--- config.mk ---
export PLATFORM = sky130hd
export DESIGN_NAME = value_change_tracker_unit
export DESIGN_NICKNAME = d
export VERILOG_FILES = /design/src/hdl/vct_pkg.sv /design/src/hdl/value_change_tracker_unit.sv
export SDC_FILE = /design/constraint.sdc
export NUM_CORES = 2
export LEC_CHECK = 0
export BUFFER_PORTS_ARGS = -buffer_cell sky130_fd_sc_hd__buf_4
export CORE_AREA = 2 2 617 619
export CTS_BUF_LIST = sky130_fd_sc_hd__clkbuf_8
export DETAILED_ROUTE_END_ITERATION = 10
export DIE_AREA = 0 0 619 621
export PLACE_DENSITY = 0.46
export RECOVER_POWER = 100
export SYNTH_ARGS = -nofsm -noshare
export SYNTH_HDL_FRONTEND = slang
export SYNTH_SLANG_ARGS = --single-unit
--- constraint.sdc ---
create_clock -name clock -period 33 [get_ports clock]
set_clock_uncertainty 0.2 [all_clocks]
set_input_delay 8.25 -clock clock [delete_from_list [all_inputs] [get_ports clock]]
set_output_delay 8.25 -clock clock [all_outputs]
set_load 0.02 [all_outputs]
--- src/hdl/vct_pkg.sv ---
// Shared types and constants for the value change tracker.
// No dependencies.
package vct_pkg;

   localparam int ENTRIES    = 16;
   localparam int FRAME_BITS = 32;
   localparam int IDX_W      = (ENTRIES > 1) ? $clog2(ENTRIES) : 1;

   localparam logic [15:0] FULL_MASK = 16'hffff;

   localparam logic KIND_SETUP  = 1'b0;
   localparam logic KIND_SAMPLE = 1'b1;

   typedef enum logic [2:0] {
      MODE_CAPTURE      = 3'd0,
      MODE_PREVIOUS     = 3'd1,
      MODE_CHANGE_FRAME = 3'd2,
      MODE_CHANGE_COUNT = 3'd3,
      MODE_EARLIER      = 3'd4
   } mode_type;

   typedef struct packed {
      logic        kind;
      logic [3:0]  element;
      logic [15:0] raw_value;
      logic [31:0] frame_number;
      logic [2:0]  set_mode;
      logic [15:0] set_mask;
      logic [15:0] set_match;
   } req_type;

   typedef struct packed {
      logic [3:0]  entry_index;
      logic [31:0] report;
   } rsp_type;

endpackage

--- src/hdl/value_change_tracker_unit.sv ---
// Value change tracker: per-entry mode/mask/match settings and change tracking.
// Depends on vct_pkg.
//
//   channel | direction | payload            | handshake
//   req_    | in        | vct_pkg::req_type  | req_valid / req_ready
//   rsp_    | out       | vct_pkg::rsp_type  | rsp_valid / rsp_ready
//
// An item is registered on accept. The entry read-modify-write and the result
// register load happen when the input register advances, and the result is
// then held in the result register; one item per cycle is sustained while
// results are taken. A set-up item gives no result. A full result register
// that is not taken holds the item in the input register and drops req_ready.
// Reset clears all entry state to its defaults; req_ready is low.
module value_change_tracker_unit (
   input  logic             clock,
   input  logic             reset,
   input  logic             req_valid,
   output logic             req_ready,
   input  vct_pkg::req_type req_payload,
   output logic             rsp_valid,
   input  logic             rsp_ready,
   output vct_pkg::rsp_type rsp_payload
);

   localparam int EN = vct_pkg::ENTRIES;
   localparam int FB = vct_pkg::FRAME_BITS;
   localparam int IW = vct_pkg::IDX_W;

   logic             item_valid_ff;
   vct_pkg::req_type item_ff;
   logic             rsp_valid_ff;
   logic             rsp_valid_in;
   vct_pkg::rsp_type rsp_ff;

   logic [2:0]    mode_ff   [EN];
   logic [15:0]   mask_ff   [EN];
   logic [15:0]   match_ff  [EN];
   logic [15:0]   latest_ff [EN];
   logic [15:0]   older_ff  [EN];
   logic [15:0]   seen_ff   [EN];
   logic [FB-1:0] cf_ff     [EN];
   logic [FB-1:0] ecf_ff    [EN];
   logic [31:0]   cnt_ff    [EN];

   logic [IW-1:0] idx;
   logic          in_range;
   logic          emits;
   logic          advance;
   logic          tbl_we;
   logic [15:0]   masked;
   logic [15:0]   filt;
   logic [FB-1:0] frame;
   logic [15:0]   latest_in;
   logic [15:0]   older_in;
   logic [15:0]   seen_in;
   logic [FB-1:0] cf_in;
   logic [FB-1:0] ecf_in;
   logic [31:0]   cnt_in;
   logic [31:0]   report_in;

   assign idx      = IW'(item_ff.element);
   assign in_range = int'(item_ff.element) < EN;
   assign emits    = (item_ff.kind == vct_pkg::KIND_SAMPLE) && in_range;
   assign advance  = item_valid_ff && (!emits || !rsp_valid_ff || rsp_ready);
   assign tbl_we   = advance && in_range;

   assign req_ready   = !reset && (!item_valid_ff || advance);
   assign rsp_valid   = rsp_valid_ff;
   assign rsp_payload = rsp_ff;

   assign frame  = FB'(item_ff.frame_number);
   assign masked = item_ff.raw_value & mask_ff[idx];
   assign filt   = (match_ff[idx] != 16'd0 && masked != match_ff[idx]) ? 16'd0 : masked;

   always_comb begin
      latest_in = latest_ff[idx];
      older_in  = older_ff[idx];
      seen_in   = seen_ff[idx];
      cf_in     = cf_ff[idx];
      ecf_in    = ecf_ff[idx];
      cnt_in    = cnt_ff[idx];
      report_in = 32'd0;
      case (vct_pkg::mode_type'(mode_ff[idx]))
         vct_pkg::MODE_CAPTURE: begin
            report_in = 32'(filt);
         end
         vct_pkg::MODE_PREVIOUS: begin
            if (latest_ff[idx] != filt) begin
               older_in  = latest_ff[idx];
               latest_in = filt;
            end
            report_in = 32'(older_in);
         end
         vct_pkg::MODE_CHANGE_FRAME: begin
            if (seen_ff[idx] != filt) begin
               seen_in = filt;
               cf_in   = frame;
            end
            report_in = 32'(cf_in);
         end
         vct_pkg::MODE_CHANGE_COUNT: begin
            if (seen_ff[idx] != filt) begin
               seen_in = filt;
               cnt_in  = cnt_ff[idx] + 32'd1;
            end
            report_in = cnt_in;
         end
         vct_pkg::MODE_EARLIER: begin
            if (seen_ff[idx] != filt) begin
               seen_in = filt;
               ecf_in  = cf_ff[idx];
               cf_in   = frame;
            end
            report_in = 32'(ecf_in);
         end
         default: begin
            report_in = 32'd0;
         end
      endcase
   end

   always_comb begin
      rsp_valid_in = rsp_valid_ff && !rsp_ready;
      if (advance && emits) begin
         rsp_valid_in = 1'b1;
      end
   end

   // Input register and handshake state.
   always_ff @(posedge clock) begin
      if (reset) begin
         item_valid_ff <= 1'b0;
         rsp_valid_ff  <= 1'b0;
      end else begin
         if (req_ready) begin
            item_valid_ff <= req_valid;
         end
         rsp_valid_ff <= rsp_valid_in;
      end
   end

   always_ff @(posedge clock) begin
      if (req_valid && req_ready) begin
         item_ff <= req_payload;
      end
      if (advance && emits) begin
         rsp_ff.entry_index <= item_ff.element;
         rsp_ff.report      <= report_in;
      end
   end

   // Entry tables: reset restores defaults, set-up writes settings and clears tracking, samples update.
   always_ff @(posedge clock) begin
      if (reset) begin
         for (int i = 0; i < EN; i++) begin
            mode_ff[i]   <= 3'd0;
            mask_ff[i]   <= vct_pkg::FULL_MASK;
            match_ff[i]  <= 16'd0;
            latest_ff[i] <= 16'd0;
            older_ff[i]  <= 16'd0;
            seen_ff[i]   <= 16'd0;
            cf_ff[i]     <= '0;
            ecf_ff[i]    <= '0;
            cnt_ff[i]    <= 32'd0;
         end
      end else if (tbl_we) begin
         if (item_ff.kind == vct_pkg::KIND_SETUP) begin
            mode_ff[idx]   <= item_ff.set_mode;
            mask_ff[idx]   <= (item_ff.set_mask == 16'd0) ? vct_pkg::FULL_MASK
                                                          : item_ff.set_mask;
            match_ff[idx]  <= item_ff.set_match;
            latest_ff[idx] <= 16'd0;
            older_ff[idx]  <= 16'd0;
            seen_ff[idx]   <= 16'd0;
            cf_ff[idx]     <= '0;
            ecf_ff[idx]    <= '0;
            cnt_ff[idx]    <= 32'd0;
         end else begin
            latest_ff[idx] <= latest_in;
            older_ff[idx]  <= older_in;
            seen_ff[idx]   <= seen_in;
            cf_ff[idx]     <= cf_in;
            ecf_ff[idx]    <= ecf_in;
            cnt_ff[idx]    <= cnt_in;
         end
      end
   end

endmodule

* Yosys cells after proc, flatten, opt, wreduce, memory -nomap -nowiden
Memory sizes are Yosys's and may differ from the RTL's. A register that Yosys moved wholly into a read port is not among the register bits.
Cells that the tools add are included.
** Operators by class
- $add $sub $neg :: 1
- Multipliers :: 0
- Div/mod/pow operators :: 0
- $lt $le $gt $ge :: 0
- Equal/unequal tests :: 7
- Shifts and indexed selects :: 0
- Muxes and demuxes :: 68
- Bitwise logic cells :: 7
- Reductions and logical operators :: 28
** Operators with widths (count)
- $mux W32 :: 12
- $mux W16 :: 16
- $pmux W32 S5 :: 1
- $reduce_or A32 Y1 :: 3
- $reduce_or A16 Y1 :: 5
- $mux W4 :: 18
- $ne A16 B16 Y1 :: 3
- $add A32 B1 Y32 const B :: 1
- $mux W1 :: 20
- $and A16 B16 Y16 :: 1
- $logic_not A16 Y1 :: 1
- $reduce_bool A16 Y1 :: 1
- $eq A3 B2 Y1 const B :: 2
- $logic_and A1 B1 Y1 :: 6
- $or A1 B1 Y1 :: 6
- $reduce_or A3 Y1 :: 2
- $logic_not A1 Y1 :: 5
- $eq A3 B1 Y1 const B :: 1
- $eq A3 B3 Y1 const B :: 1
- $logic_not A3 Y1 :: 1
- $logic_or A1 B1 Y1 :: 3
- $mux W3 :: 1
- $reduce_or A2 Y1 :: 1
** Word-level totals
- Flip-flop bits (word level) :: 126
- Latch bits :: 0
- Memory bits (writable) :: 2864
- ROM bits :: 0
- Input port bits :: 92
- Output and inout port bits :: 38
- Word-level logic and storage cells :: 131
- Memories :: 9
** Memories
- cf_ff :: words 16, width 32, rd ports 1, clocked after Yosys merged registers in 1, wr ports 16, line value_change_tracker_unit.sv:41 : logic [FB-1:0] cf_ff [EN];
- cnt_ff :: words 16, width 32, rd ports 1, clocked after Yosys merged registers in 1, wr ports 16, line value_change_tracker_unit.sv:43 : logic [31:0] cnt_ff [EN];
- ecf_ff :: words 16, width 32, rd ports 1, clocked after Yosys merged registers in 1, wr ports 16, line value_change_tracker_unit.sv:42 : logic [FB-1:0] ecf_ff [EN];
- latest_ff :: words 16, width 16, rd ports 1, clocked after Yosys merged registers in 1, wr ports 16, line value_change_tracker_unit.sv:38 : logic [15:0] latest_ff [EN];
- mask_ff :: words 16, width 16, rd ports 1, clocked after Yosys merged registers in 1, wr ports 16, line value_change_tracker_unit.sv:36 : logic [15:0] mask_ff [EN];
- match_ff :: words 16, width 16, rd ports 1, clocked after Yosys merged registers in 1, wr ports 16, line value_change_tracker_unit.sv:37 : logic [15:0] match_ff [EN];
- +3 memories

* Depth between registers and ports, before layout
- Depth in word-level cells :: 10
- Mapped depth :: 25

* Worst setup path after synthesis
Ideal clock, no wire load.
- Kind :: input port to output port
- Start :: input port rsp_ready
- End :: output port req_ready
- Arrival time :: 8.870 ns
- Slack :: 15.680 ns
- Stages on the path :: 3
- Path buffers :: 1
- Cell sequence :: nor2b_1 > clkbuf_1 > a31oi_1
** Between the ends
- Longest elaborated chain between the ends :: 4
** Ends and longest elaborated chain
- start: declaration :: line value_change_tracker_unit.sv:21 : input logic rsp_ready,
- $logic_or A1 B1 Y1 :: line value_change_tracker_unit.sv:64 : assign advance = item_valid_ff && (!emits || !rsp_valid_ff || rsp_ready);
- $logic_and A1 B1 Y1 :: line value_change_tracker_unit.sv:64
- $logic_or A1 B1 Y1 :: line value_change_tracker_unit.sv:67 : assign req_ready = !reset && (!item_valid_ff || advance);
- $logic_and A1 B1 Y1 :: line value_change_tracker_unit.sv:67
- end: declaration :: line value_change_tracker_unit.sv:18 : output logic req_ready,
Every way passes these cells.

==> metrics.txt <==
Post-synth EDFFs=2988; Synth-to-Final Area Change=11.2%; final instance area=147000 sq um; Clk pin slew, worst setup/hold paths=0.05 ns; first-pass GRT wire length=648000 um; Syn. warnings=0; routed vias=79981; CP Capture Type=register; most common cell after layout, fill and taps aside=edfxtp_1; Final Max Slew Viols=4107; RSZ-0062 raised after global routing=false; Crit path arrival time=23.65 ns; cts bufs inserted=543; TritonCTS clock tree=done; wire per inst=32.5 um; Die Area=384000 sq um; setup violators final=0; Fin. Hold Viols=0; antenna violations before repair=11; Syn Inst Count=8732; DR pass1 iterations=5; Post-CTS Setup Inserts=0; Worst EP required=33.66 ns; Yosys reg bits=2994; Unique masters post-synth=83; Relative slew margins=-610%; P_leak=49.6 nW; DP Area=138000 sq um; Most used DFF post-synth=edfxtp_1; row cnt=226; Cell Chain, Critical Path=clkbuf_1 > clkbuf_1 > clkbuf_1 > mux2i_1 > a22oi_1 > nand3_1 > a31o_2 > nor4_1 > nand4_1 > o21ai_0 > a211o_1 > a32oi_1 > nand4_1 > clkbuf_1 > clkbuf_1 > clkbuf_1 > nand3_1 > xor2_1 > nor2_1; vias in the first global route=83224; pin count of the biggest net entering global routing=132; crit path kind=register to register; DR vias/cell=5.59; Clock Root Buffer=clkbuf_8; Hold Slack=0.490 ns; share of layout cells above drive strength 1=18.8%; Port Buffers=129; Max Cap Violations=108; Netlist Area Pre-Place=132000 sq um; grt total ovfl=0; Bufs on Longest Clock Path=4; ys async rst share=0%; HP Class=register to register; Post-CTS Resized=0; Final Wtd Congestion=0.761; Routed Antenna Nets=0; f_max=43.5 MHz; Final TNS setup=0 ns; worst-skew pair later-pin latency=1.23 ns; Power Dens Cells=58.2 nW/um^2; most frequent cells in the layout=edfxtp_1 (2988), nor2_1 (2381), mux4_2 (794); Synth Area per Inst=15.1 sq um; violated checks=capacitance limit, slew limit; drt first-iter violations=8886; fin crit share=69.7%; Starting Density=34.9%; post-synthesis sequential area ratio=68.1%; Hold-fix buffers, CTS=0; Crit path top cell by count=clkbuf_1; # IOs=130; crit path time final=22.99 ns; status=complete, but fails checks; dpl hpwl=236000 um; Peak VDD IR=41.0 uV; Post-Syn Nets=8825; DRC=0; Die Height=621 um; clock sinks=2994; worst slew pin tran=10.65 ns; Worst path max stage delay=3.38 ns; final wirelength=464000 um; Core Box Area=378000 sq um; crit start category=register; Crit Path Max Fanout=52; total track usage=23.9%; Worst path slowest cell=clkbuf_1; H-tree depth=6; width of the die=619 um; nets=8980
-- report_power, final --
part           internal [mW]  total, mW  switching [mW]
registers               4.34       4.38          0.0461
clock network           1.59       3.21            1.62
logic                  0.278      0.944           0.666
total                   6.20       8.53            2.33
-- metrics by stage --
| step | setup slack, ns | util [%] | power (mW) | instances |
|---|---|---|---|---|
| after floorplan | 15.68 | - | 5.04 | 8732 |
| after CTS | 15.49 | 39.1 | 8.60 | 14282 |
| after global routing | 8.34 | 38.8 | 8.82 | 14293 |
| final | 10.01 | 38.8 | 8.53 | 14301 |
| after global placement | 15.43 | 36.6 | 5.38 | 13348 |
| after detailed placement | 15.49 | 36.6 | 5.39 | 13349 |
-- kinds of logic (layout without fill, tap and decap cells) --
family	count (synthesis)	count (layout)	synth area share, %
AO/OA/AOI/OAI	339	339	1.91
XOR/XNOR	69	69	0.458
adder cells (fa/ha/maj)	1	1	0.00949
buffers and inverters	766	1309	2.64
flip-flops	2994	2994	68.1
multiplexers	1078	1078	15.8
other	0	10	0
AND/OR/NAND/NOR	3485	3485	11.1
-- path summary, 6_finish.rpt --
| check | slack (ns) | start | cells past startpoint | end |
|---|---|---|---|---|
| worst max-delay path | 10.01 | register | 19 | cnt_ff[1][17]$_SDFFCE_PN0P_ |
| worst max register to register | 10.01 | register | 19 | cnt_ff[1][17]$_SDFFCE_PN0P_ |
| worst min-delay path | 0.49 | item_valid_ff$_SDFFE_PP0P_ | 2 | item_valid_ff$_SDFFE_PP0P_ |
| worst min register to register | 0.49 | item_valid_ff$_SDFFE_PP0P_ | 2 | item_valid_ff$_SDFFE_PP0P_ |
-- synth_stat cells (21+ instances only) --
library cell  instances  area [sq um]
a22oi_1              64           480
mux4_2              794         17900
nor2b_1              24           150
nor2_1             2394          8990
or3_1                22           138
and2_1              328          2050
o211ai_1             22           165
clkbuf_1            491          1840
a21oi_1              42           210
nand2_1             488          1830
mux2i_1             230          2300
a31oi_1              29           181
and3_1               36           225
mux2_2               33           372
buf_2               176           881
nor3_1               23           115
nor2_2               21           131
xor2_1               42           368
xnor2_1              27           236
edfxtp_1           2988         89700
nand3_1              53           265
buf_6                25           282
buf_4                38           285
mux2i_2              21           289
-- state kept, by name (all words and copies together), names as in the netlist, 48 cells and up, named ones only --
register and cells:
mask_ff 256, mode_ff 48, match_ff 256, ecf_ff 512, latest_ff 256, older_ff 256, item_ff 51, cnt_ff 512
seen_ff 256, cf_ff 512
-- routing by layer --
| layer | up-vias | global-route usage, % | wire [um] |
|---|---|---|---|
| met4 | 6 | 6.79 | 14000 |
| met3 | 769 | 3.02 | 31100 |
| met5 | - | 0 | 37 |
| li1 | 32849 | - | - |
| met2 | 3466 | 40.3 | 228000 |
| met1 | 42891 | 32.4 | 191000 |
-- worst max-delay path: cells and delay by family, from the launching register on --
kind | cells | cell delay (ns)
compound gates | 5 | 2.55
buf+inv | 6 | 13.52
flops | 1 | 2.17
simple gates | 6 | 2.47
xor+xnor | 1 | 1.14
mux | 1 | 0.45
-- layout make-up --
class                           count  area (sq um)
Antenna cell                       10          25.0
Clock buffer                      549          7560
Clock inverter                    384          1950
Fill cell                       35609        231000
Inverter                           15          66.3
Multi-Input combinational cell   4972         38800
Sequential cell                  2994         89900
Tap cell                         5016          6280
Timing Repair Buffer              361          2180
Power figures use the tool's default switching activity.
